===== src/sv/gfba_pkg.sv =====
// ============================================================================
// gfba_pkg
// Types, constants and helpers shared by the grouped free-block allocator.
// ============================================================================
package gfba_pkg;

    localparam int BLK_W       = 10;
    localparam int STATUS_W    = 2;
    localparam int GROUP_SIZE  = 63;
    localparam int BLOCK_COUNT = 1024;

    // only block numbers that fit the request field can own a group entry
    localparam int STORE_BLOCKS = (BLOCK_COUNT < (1 << BLK_W)) ? BLOCK_COUNT : (1 << BLK_W);
    localparam int STORE_DEPTH  = STORE_BLOCKS * GROUP_SIZE;

    localparam int CNT_W   = $clog2(GROUP_SIZE + 1);
    localparam int SADDR_W = $clog2(GROUP_SIZE);
    localparam int GADDR_W = $clog2(STORE_DEPTH);

    localparam logic REQ_ALLOC   = 1'b0;
    localparam logic REQ_RELEASE = 1'b1;

    localparam logic [STATUS_W-1:0] ST_OK     = 2'd0;
    localparam logic [STATUS_W-1:0] ST_EMPTY  = 2'd1;
    localparam logic [STATUS_W-1:0] ST_REJECT = 2'd2;

    typedef enum logic [2:0] {
        S_IDLE,
        S_DECODE,
        S_SPILL,
        S_REFILL,
        S_POP_WAIT,
        S_RESP
    } state_t;

    typedef enum logic [1:0] {
        RES_RELEASED,
        RES_EMPTY,
        RES_REJECT,
        RES_POP
    } res_sel_t;

    typedef struct packed {
        logic     load;
        logic     push;
        logic     pop;
        logic     spill_start;
        logic     refill_start;
        logic     sweep;
        logic     spill_end;
        logic     refill_end;
        logic     res_set;
        res_sel_t res_sel;
        logic     post;
    } cmd_t;

    typedef struct packed {
        logic is_release;
        logic blk_ok;
        logic stack_full;
        logic head_ok;
        logic count_gt1;
        logic sweep_done;
        logic wb_busy;
        logic out_free;
    } sts_t;

    function automatic logic blk_valid(logic [BLK_W-1:0] b);
        return (b != '0) && (32'(b) < STORE_BLOCKS);
    endfunction

endpackage


===== src/sv/gfba_ctrl.sv =====
// ============================================================================
// gfba_ctrl
// Request sequencer: decodes each request and steps the datapath through
// push, pop, group spill and group refill.
// ============================================================================
module gfba_ctrl
(
    input  logic          clk,
    input  logic          rst_n,
    input  logic          in_valid,
    output logic          in_ready,
    input  gfba_pkg::sts_t sts,
    output gfba_pkg::cmd_t cmd
);
    import gfba_pkg::*;

    state_t state_reg;
    state_t state_next;

    always_ff @(posedge clk or negedge rst_n)
    begin
        if (!rst_n)
            state_reg <= S_IDLE;
        else
            state_reg <= state_next;
    end

    always_comb
    begin
        state_next = state_reg;
        unique case (state_reg)
            S_IDLE:
            begin
                if (in_valid)
                    state_next = S_DECODE;
            end
            S_DECODE:
            begin
                if (sts.is_release)
                begin
                    if (sts.blk_ok && sts.stack_full)
                        state_next = S_SPILL;
                    else
                        state_next = S_RESP;
                end
                else if (sts.count_gt1)
                begin
                    state_next = S_POP_WAIT;
                end
                else if (sts.head_ok)
                begin
                    state_next = S_REFILL;
                end
                else
                begin
                    state_next = S_RESP;
                end
            end
            S_SPILL:
            begin
                if (sts.sweep_done && !sts.wb_busy)
                    state_next = S_RESP;
            end
            S_REFILL:
            begin
                // stack is full again: decode the allocate once more to pop
                if (sts.sweep_done && !sts.wb_busy)
                    state_next = S_DECODE;
            end
            S_POP_WAIT:
            begin
                state_next = S_RESP;
            end
            S_RESP:
            begin
                if (sts.out_free)
                    state_next = S_IDLE;
            end
            default:
            begin
                state_next = S_IDLE;
            end
        endcase
    end

    always_comb
    begin
        cmd      = '0;
        in_ready = 1'b0;
        unique case (state_reg)
            S_IDLE:
            begin
                in_ready = 1'b1;
                cmd.load = in_valid;
            end
            S_DECODE:
            begin
                if (sts.is_release)
                begin
                    if (!sts.blk_ok)
                    begin
                        cmd.res_set = 1'b1;
                        cmd.res_sel = RES_REJECT;
                    end
                    else if (sts.stack_full)
                    begin
                        cmd.spill_start = 1'b1;
                    end
                    else
                    begin
                        cmd.push    = 1'b1;
                        cmd.res_set = 1'b1;
                        cmd.res_sel = RES_RELEASED;
                    end
                end
                else if (sts.count_gt1)
                begin
                    cmd.pop = 1'b1;
                end
                else if (sts.head_ok)
                begin
                    cmd.refill_start = 1'b1;
                end
                else
                begin
                    cmd.res_set = 1'b1;
                    cmd.res_sel = RES_EMPTY;
                end
            end
            S_SPILL:
            begin
                if (!sts.sweep_done)
                begin
                    cmd.sweep = 1'b1;
                end
                else if (!sts.wb_busy)
                begin
                    cmd.spill_end = 1'b1;
                    cmd.res_set   = 1'b1;
                    cmd.res_sel   = RES_RELEASED;
                end
            end
            S_REFILL:
            begin
                if (!sts.sweep_done)
                    cmd.sweep = 1'b1;
                else if (!sts.wb_busy)
                    cmd.refill_end = 1'b1;
            end
            S_POP_WAIT:
            begin
                cmd.res_set = 1'b1;
                cmd.res_sel = RES_POP;
            end
            S_RESP:
            begin
                cmd.post = sts.out_free;
            end
            default:
            begin
                cmd = '0;
            end
        endcase
    end

endmodule


===== config.mk =====
export PLATFORM = sky130hd
export DESIGN_NAME = gfba_ctrl
export DESIGN_NICKNAME = d
export VERILOG_FILES = /design/src/sv/gfba_pkg.sv /design/src/sv/gfba_ctrl.sv
export SDC_FILE = /design/constraint.sdc
export NUM_CORES = 1
export LEC_CHECK = 0
export ABC_CLOCK_PERIOD_IN_PS = 1700
export BUFFER_PORTS_ARGS = -buffer_cell sky130_fd_sc_hd__buf_2
export CORE_AREA = 2 2 39 41
export DETAILED_ROUTE_END_ITERATION = 10
export DIE_AREA = 0 0 41 43
export PLACE_DENSITY_LB_ADDON = 0.3
export SYNTH_ARGS = -nofsm -noshare
export SYNTH_HDL_FRONTEND = slang
export SYNTH_SLANG_ARGS = --single-unit

===== constraint.sdc =====
create_clock -name clk -period 1.7 [get_ports clk]
set_clock_uncertainty 0.1 [all_clocks]
set_input_delay 0.17 -clock clk [delete_from_list [all_inputs] [get_ports clk]]
set_output_delay 0.17 -clock clk [all_outputs]
set_load 0.05 [all_outputs]

Word level (Yosys, flattened, before mapping) --
Cells that the tools add are included.
Word-level totals: bits in registers 3, input bits 11, word-level logic and storage cells 54
Operators by class: equal/unequal tests 9, multiplexer cells 38, reductions and logical operators 6
Operators with widths (count):
- $mux 3 | 15
- $mux 1 | 20
- $pmux 3 s6 | 1
- $pmux 3 s3 | 1
- $ne 2x2->1 const B | 4
- $eq 3x2->1 const B | 2
- $eq 3x3->1 const B | 2
- $mux 4 | 1
- $reduce_and 4->1 | 1
- $eq 3x1->1 const B | 1
- $logic_not 3->1 | 1
- $logic_and 1x1->1 | 2
- $reduce_or 2->1 | 1
- $logic_not 1->1 | 1

Logic depth before layout (Yosys ltp) --
depth in word-level cells 4, gate-level depth with buffers 4

Worst setup path after synthesis --
Ideal clock, no wire load.
path type register to output, start point register state_reg[1], end point output cmd[11] (netlist name), arrival 2295 ps, required time 1430 ps, setup slack -865 ps, stages on the path, launching flop included 4, buffers on the path 1, cells stage by stage dfrtp_1 clkbuf_1 nor3_1 and2_1
RTL lines:
- start: declaration | line gfba_ctrl.sv:17 | state_t state_reg;
- start signal: assignment | line gfba_ctrl.sv:25 | state_reg <= state_next;
- end: declaration | line gfba_ctrl.sv:13 | output gfba_pkg::cmd_t cmd

==> results.md <==
* Global route total overflow at 0
* CP arrival at 1500 ps
* Top-area cell type share of the netlist area at 21.7%
* Minimum clock period at 1770 ps
* Worst hold-check slack at 170 ps
* Post-synth EDFFs at 0
* Worst r2r src: state_reg[2]
* # DRC at 0
* H-tree depth at 1
* Worst-path cell chain: nand2b_4 > or4_4 > a21oi_2 > buf_6
* Fin cells at 91
* RSZ-0062 raised after global routing: true
* Area Growth Syn to Fin at 108%
* Syn nets at 55
* Antenna violations before repair at 0
* Final-report hold violation count at 0
* Share of cells above drive strength 1 at 68.0%
* Via count at 436
* CTS Buffer Depth at 2
* Die Wd at 41 um
* Initial Util at 25.0%
* Port bufs at 23
* Final Cycle Share at 104%
* Placed Area at 534 um2
* Flops & latches, synth at 3
* CTS sink cnt at 3
* Setup slack, reg-to-reg at 380 ps
* Tightest Pin Transition at 253 ps
* Failing checks: negative setup slack
* TritonCTS Buffers at 3
* # rows at 14
* PwrDens at 1780 nW/um2
* Max incr delay on CP at 420 ps
* Crit-path slowest cell: or4_4
* RR Endpoint: state_reg[2]
* Layout Nets at 87
* Crit Path Category: reg -> out
* Total Wirelength at 1150 um
* CP Buf/Inv Count at 1
* ANT cells at 0
* HPWL after DPL at 879 um
* Worst Path Max Fanout at 4
* Sum of negative setup slack at -105 ps
* First-pass GRT wire length at 1730 um
* Leakage at 0.327 nW
* Maxcap violations at 0
* Crit. End Element: output pin
* Placed insts at 86
* DR iter-0 viols at 4
* Synth area leader: dfrtp_1
* Commonest cells after routing, fill and taps aside: 11 x buf_2, 11 x buf_6, 4 x buf_4
* Design area at 718 um2
* Vias/cell at 4.79
* Maximum VDD drop at 0.717 mV
* Clk root buf: clkbuf_4
* Register-to-Register Path Depth at 5
* Area of the mapped netlist at 345 um2
* Top Family by Delay on Critical Path: simple AND/OR/NAND/NOR gates
* Fmax at 0.566 GHz
* Status: finished, violations left
* Worst min path class: in -> async
* Setup-failing EPs final at 2
* Max FFs per register at 3
* Final Total Pwr at 1.28 mW
* Number of global-route vias before repair at 416
* Fillers at 148
* I/O pins at 24
* Top_reg_cell synth: dfrtp_1
* Avg Cell Area, Syn at 7.85 um2
* Slew Limit Fails at 0
* Final worst-path setup slack at -67.3 ps
* Core Area at 1380 um2
* Sequential share of the synthesized area at 21.7%
* Worst rel slew slack at 83.1%
* Clock slew at reported path FFs at 40 ps
* CP startpoint kind: flip-flop
* Top cells by area, synth: dfrtp_1 22%, nand2b_1 7.2%, nor2_1 6.5%
* Largest net degree at the start of global routing at 10
* CTS tree: built
* Worst skew pair latency at 230 ps
* Post-synthesis cell type count at 26
* Drt first pass iters at 2
* Total GRT Usage at 14.2%
* Worst EP required at 1430 ps
* Yosys warns at 0
* Async SR Flop Fraction at 100%
* Wire per inst at 12.6 um
* Syn Inst Count at 44
* Gpl congestion at 0.733
* Chip Height at 43 um
* DRT antenna net count at 0
* Die footprint at 1760 um2
## through the flow
stage	setup slack (ps)	util [%]
final	-67.3	51.9
after global routing	-124	51.9
after CTS	-81.6	43.8
after detailed placement	84.6	38.6
after global placement	107	38.6
after floorplan	-128	-
## metal layers
metal,wire (um),track usage (%),vias to the layer above
met5,0,0,-
met4,0,4.00,0
met3,84,4.71,0
met2,587,21.3,20
met1,473,18.9,194
li1,-,-,222
## area by class of cell
cell class | count | area [um2] | share of cell area (%)
multi-input combinational | 37 | 339 | 47.2
inverter | 2 | 7.51 | 1.05
timing repair buffer | 29 | 249 | 34.7
tap | 16 | 20.0 | 2.79
clock buffer | 4 | 26.3 | 3.66
sequential | 3 | 76.3 | 10.6
## worst reg2reg max path, cell delays in order, from the launching register on
cell and delay, ps:
dfrtp_1 370, buf_4 150, buf_4 150, nand2b_1 100
nor2_1 50, a211o_1 270
## what timing repair did
action / CTS / global route
pin swaps: 3 / 1
hold buffers: 1 / 0
hold endpoints to repair: 3 / 0
endpoints found under the setup margin: 10 / 12
buffers inserted: 0 / 0
resized for setup: 13 / 29
## worst max path at each step
| stage | start | to | slack (ps) | cells past startpoint |
|---|---|---|---|---|
| 2_1_floorplan | state_reg[1] | cmd[10] | -130 | 3 |
| 3_3_place_gp | state_reg[2] | cmd[1] | 110 | 4 |
| 3_5_place_dp | state_reg[2] | cmd[1] | 80 | 4 |
| 4_1_cts | state_reg[2] | cmd[1] | -80 | 4 |
| 5_1_grt | state_reg[2] | cmd[1] | -120 | 4 |
| 6_report | state_reg[2] | cmd[1] | -70 | 4 |
## kinds of logic (layout without fill, tap and decap cells)
kind of cell	Yosys count	after routing	share of synthesized area (%)
and+or+nand+nor	26	26	46.4
AOI/OAI and AO/OA	10	10	22.5
buffers and inverters	4	35	6.52
DFF	3	3	21.7
muxes	1	1	2.90
## synthesized netlist by cell type (all sizes together) (2+ instances only)
cell type and count:
and2 2, nand2b 5, nor3 4, nor2 6, o22ai 2, a21oi 2
nor2b 3, dfrtp 3, inv 2
## power breakdown
part           switching [mW]  internal, mW  leakage [nW]  total [mW]
Clock                  0.0375        0.0880        0.0150       0.125
Combinational           0.589         0.421         0.278        1.01
Sequential             0.0405         0.106        0.0347       0.146
Note: power is estimated with default switching activity, not from simulation.
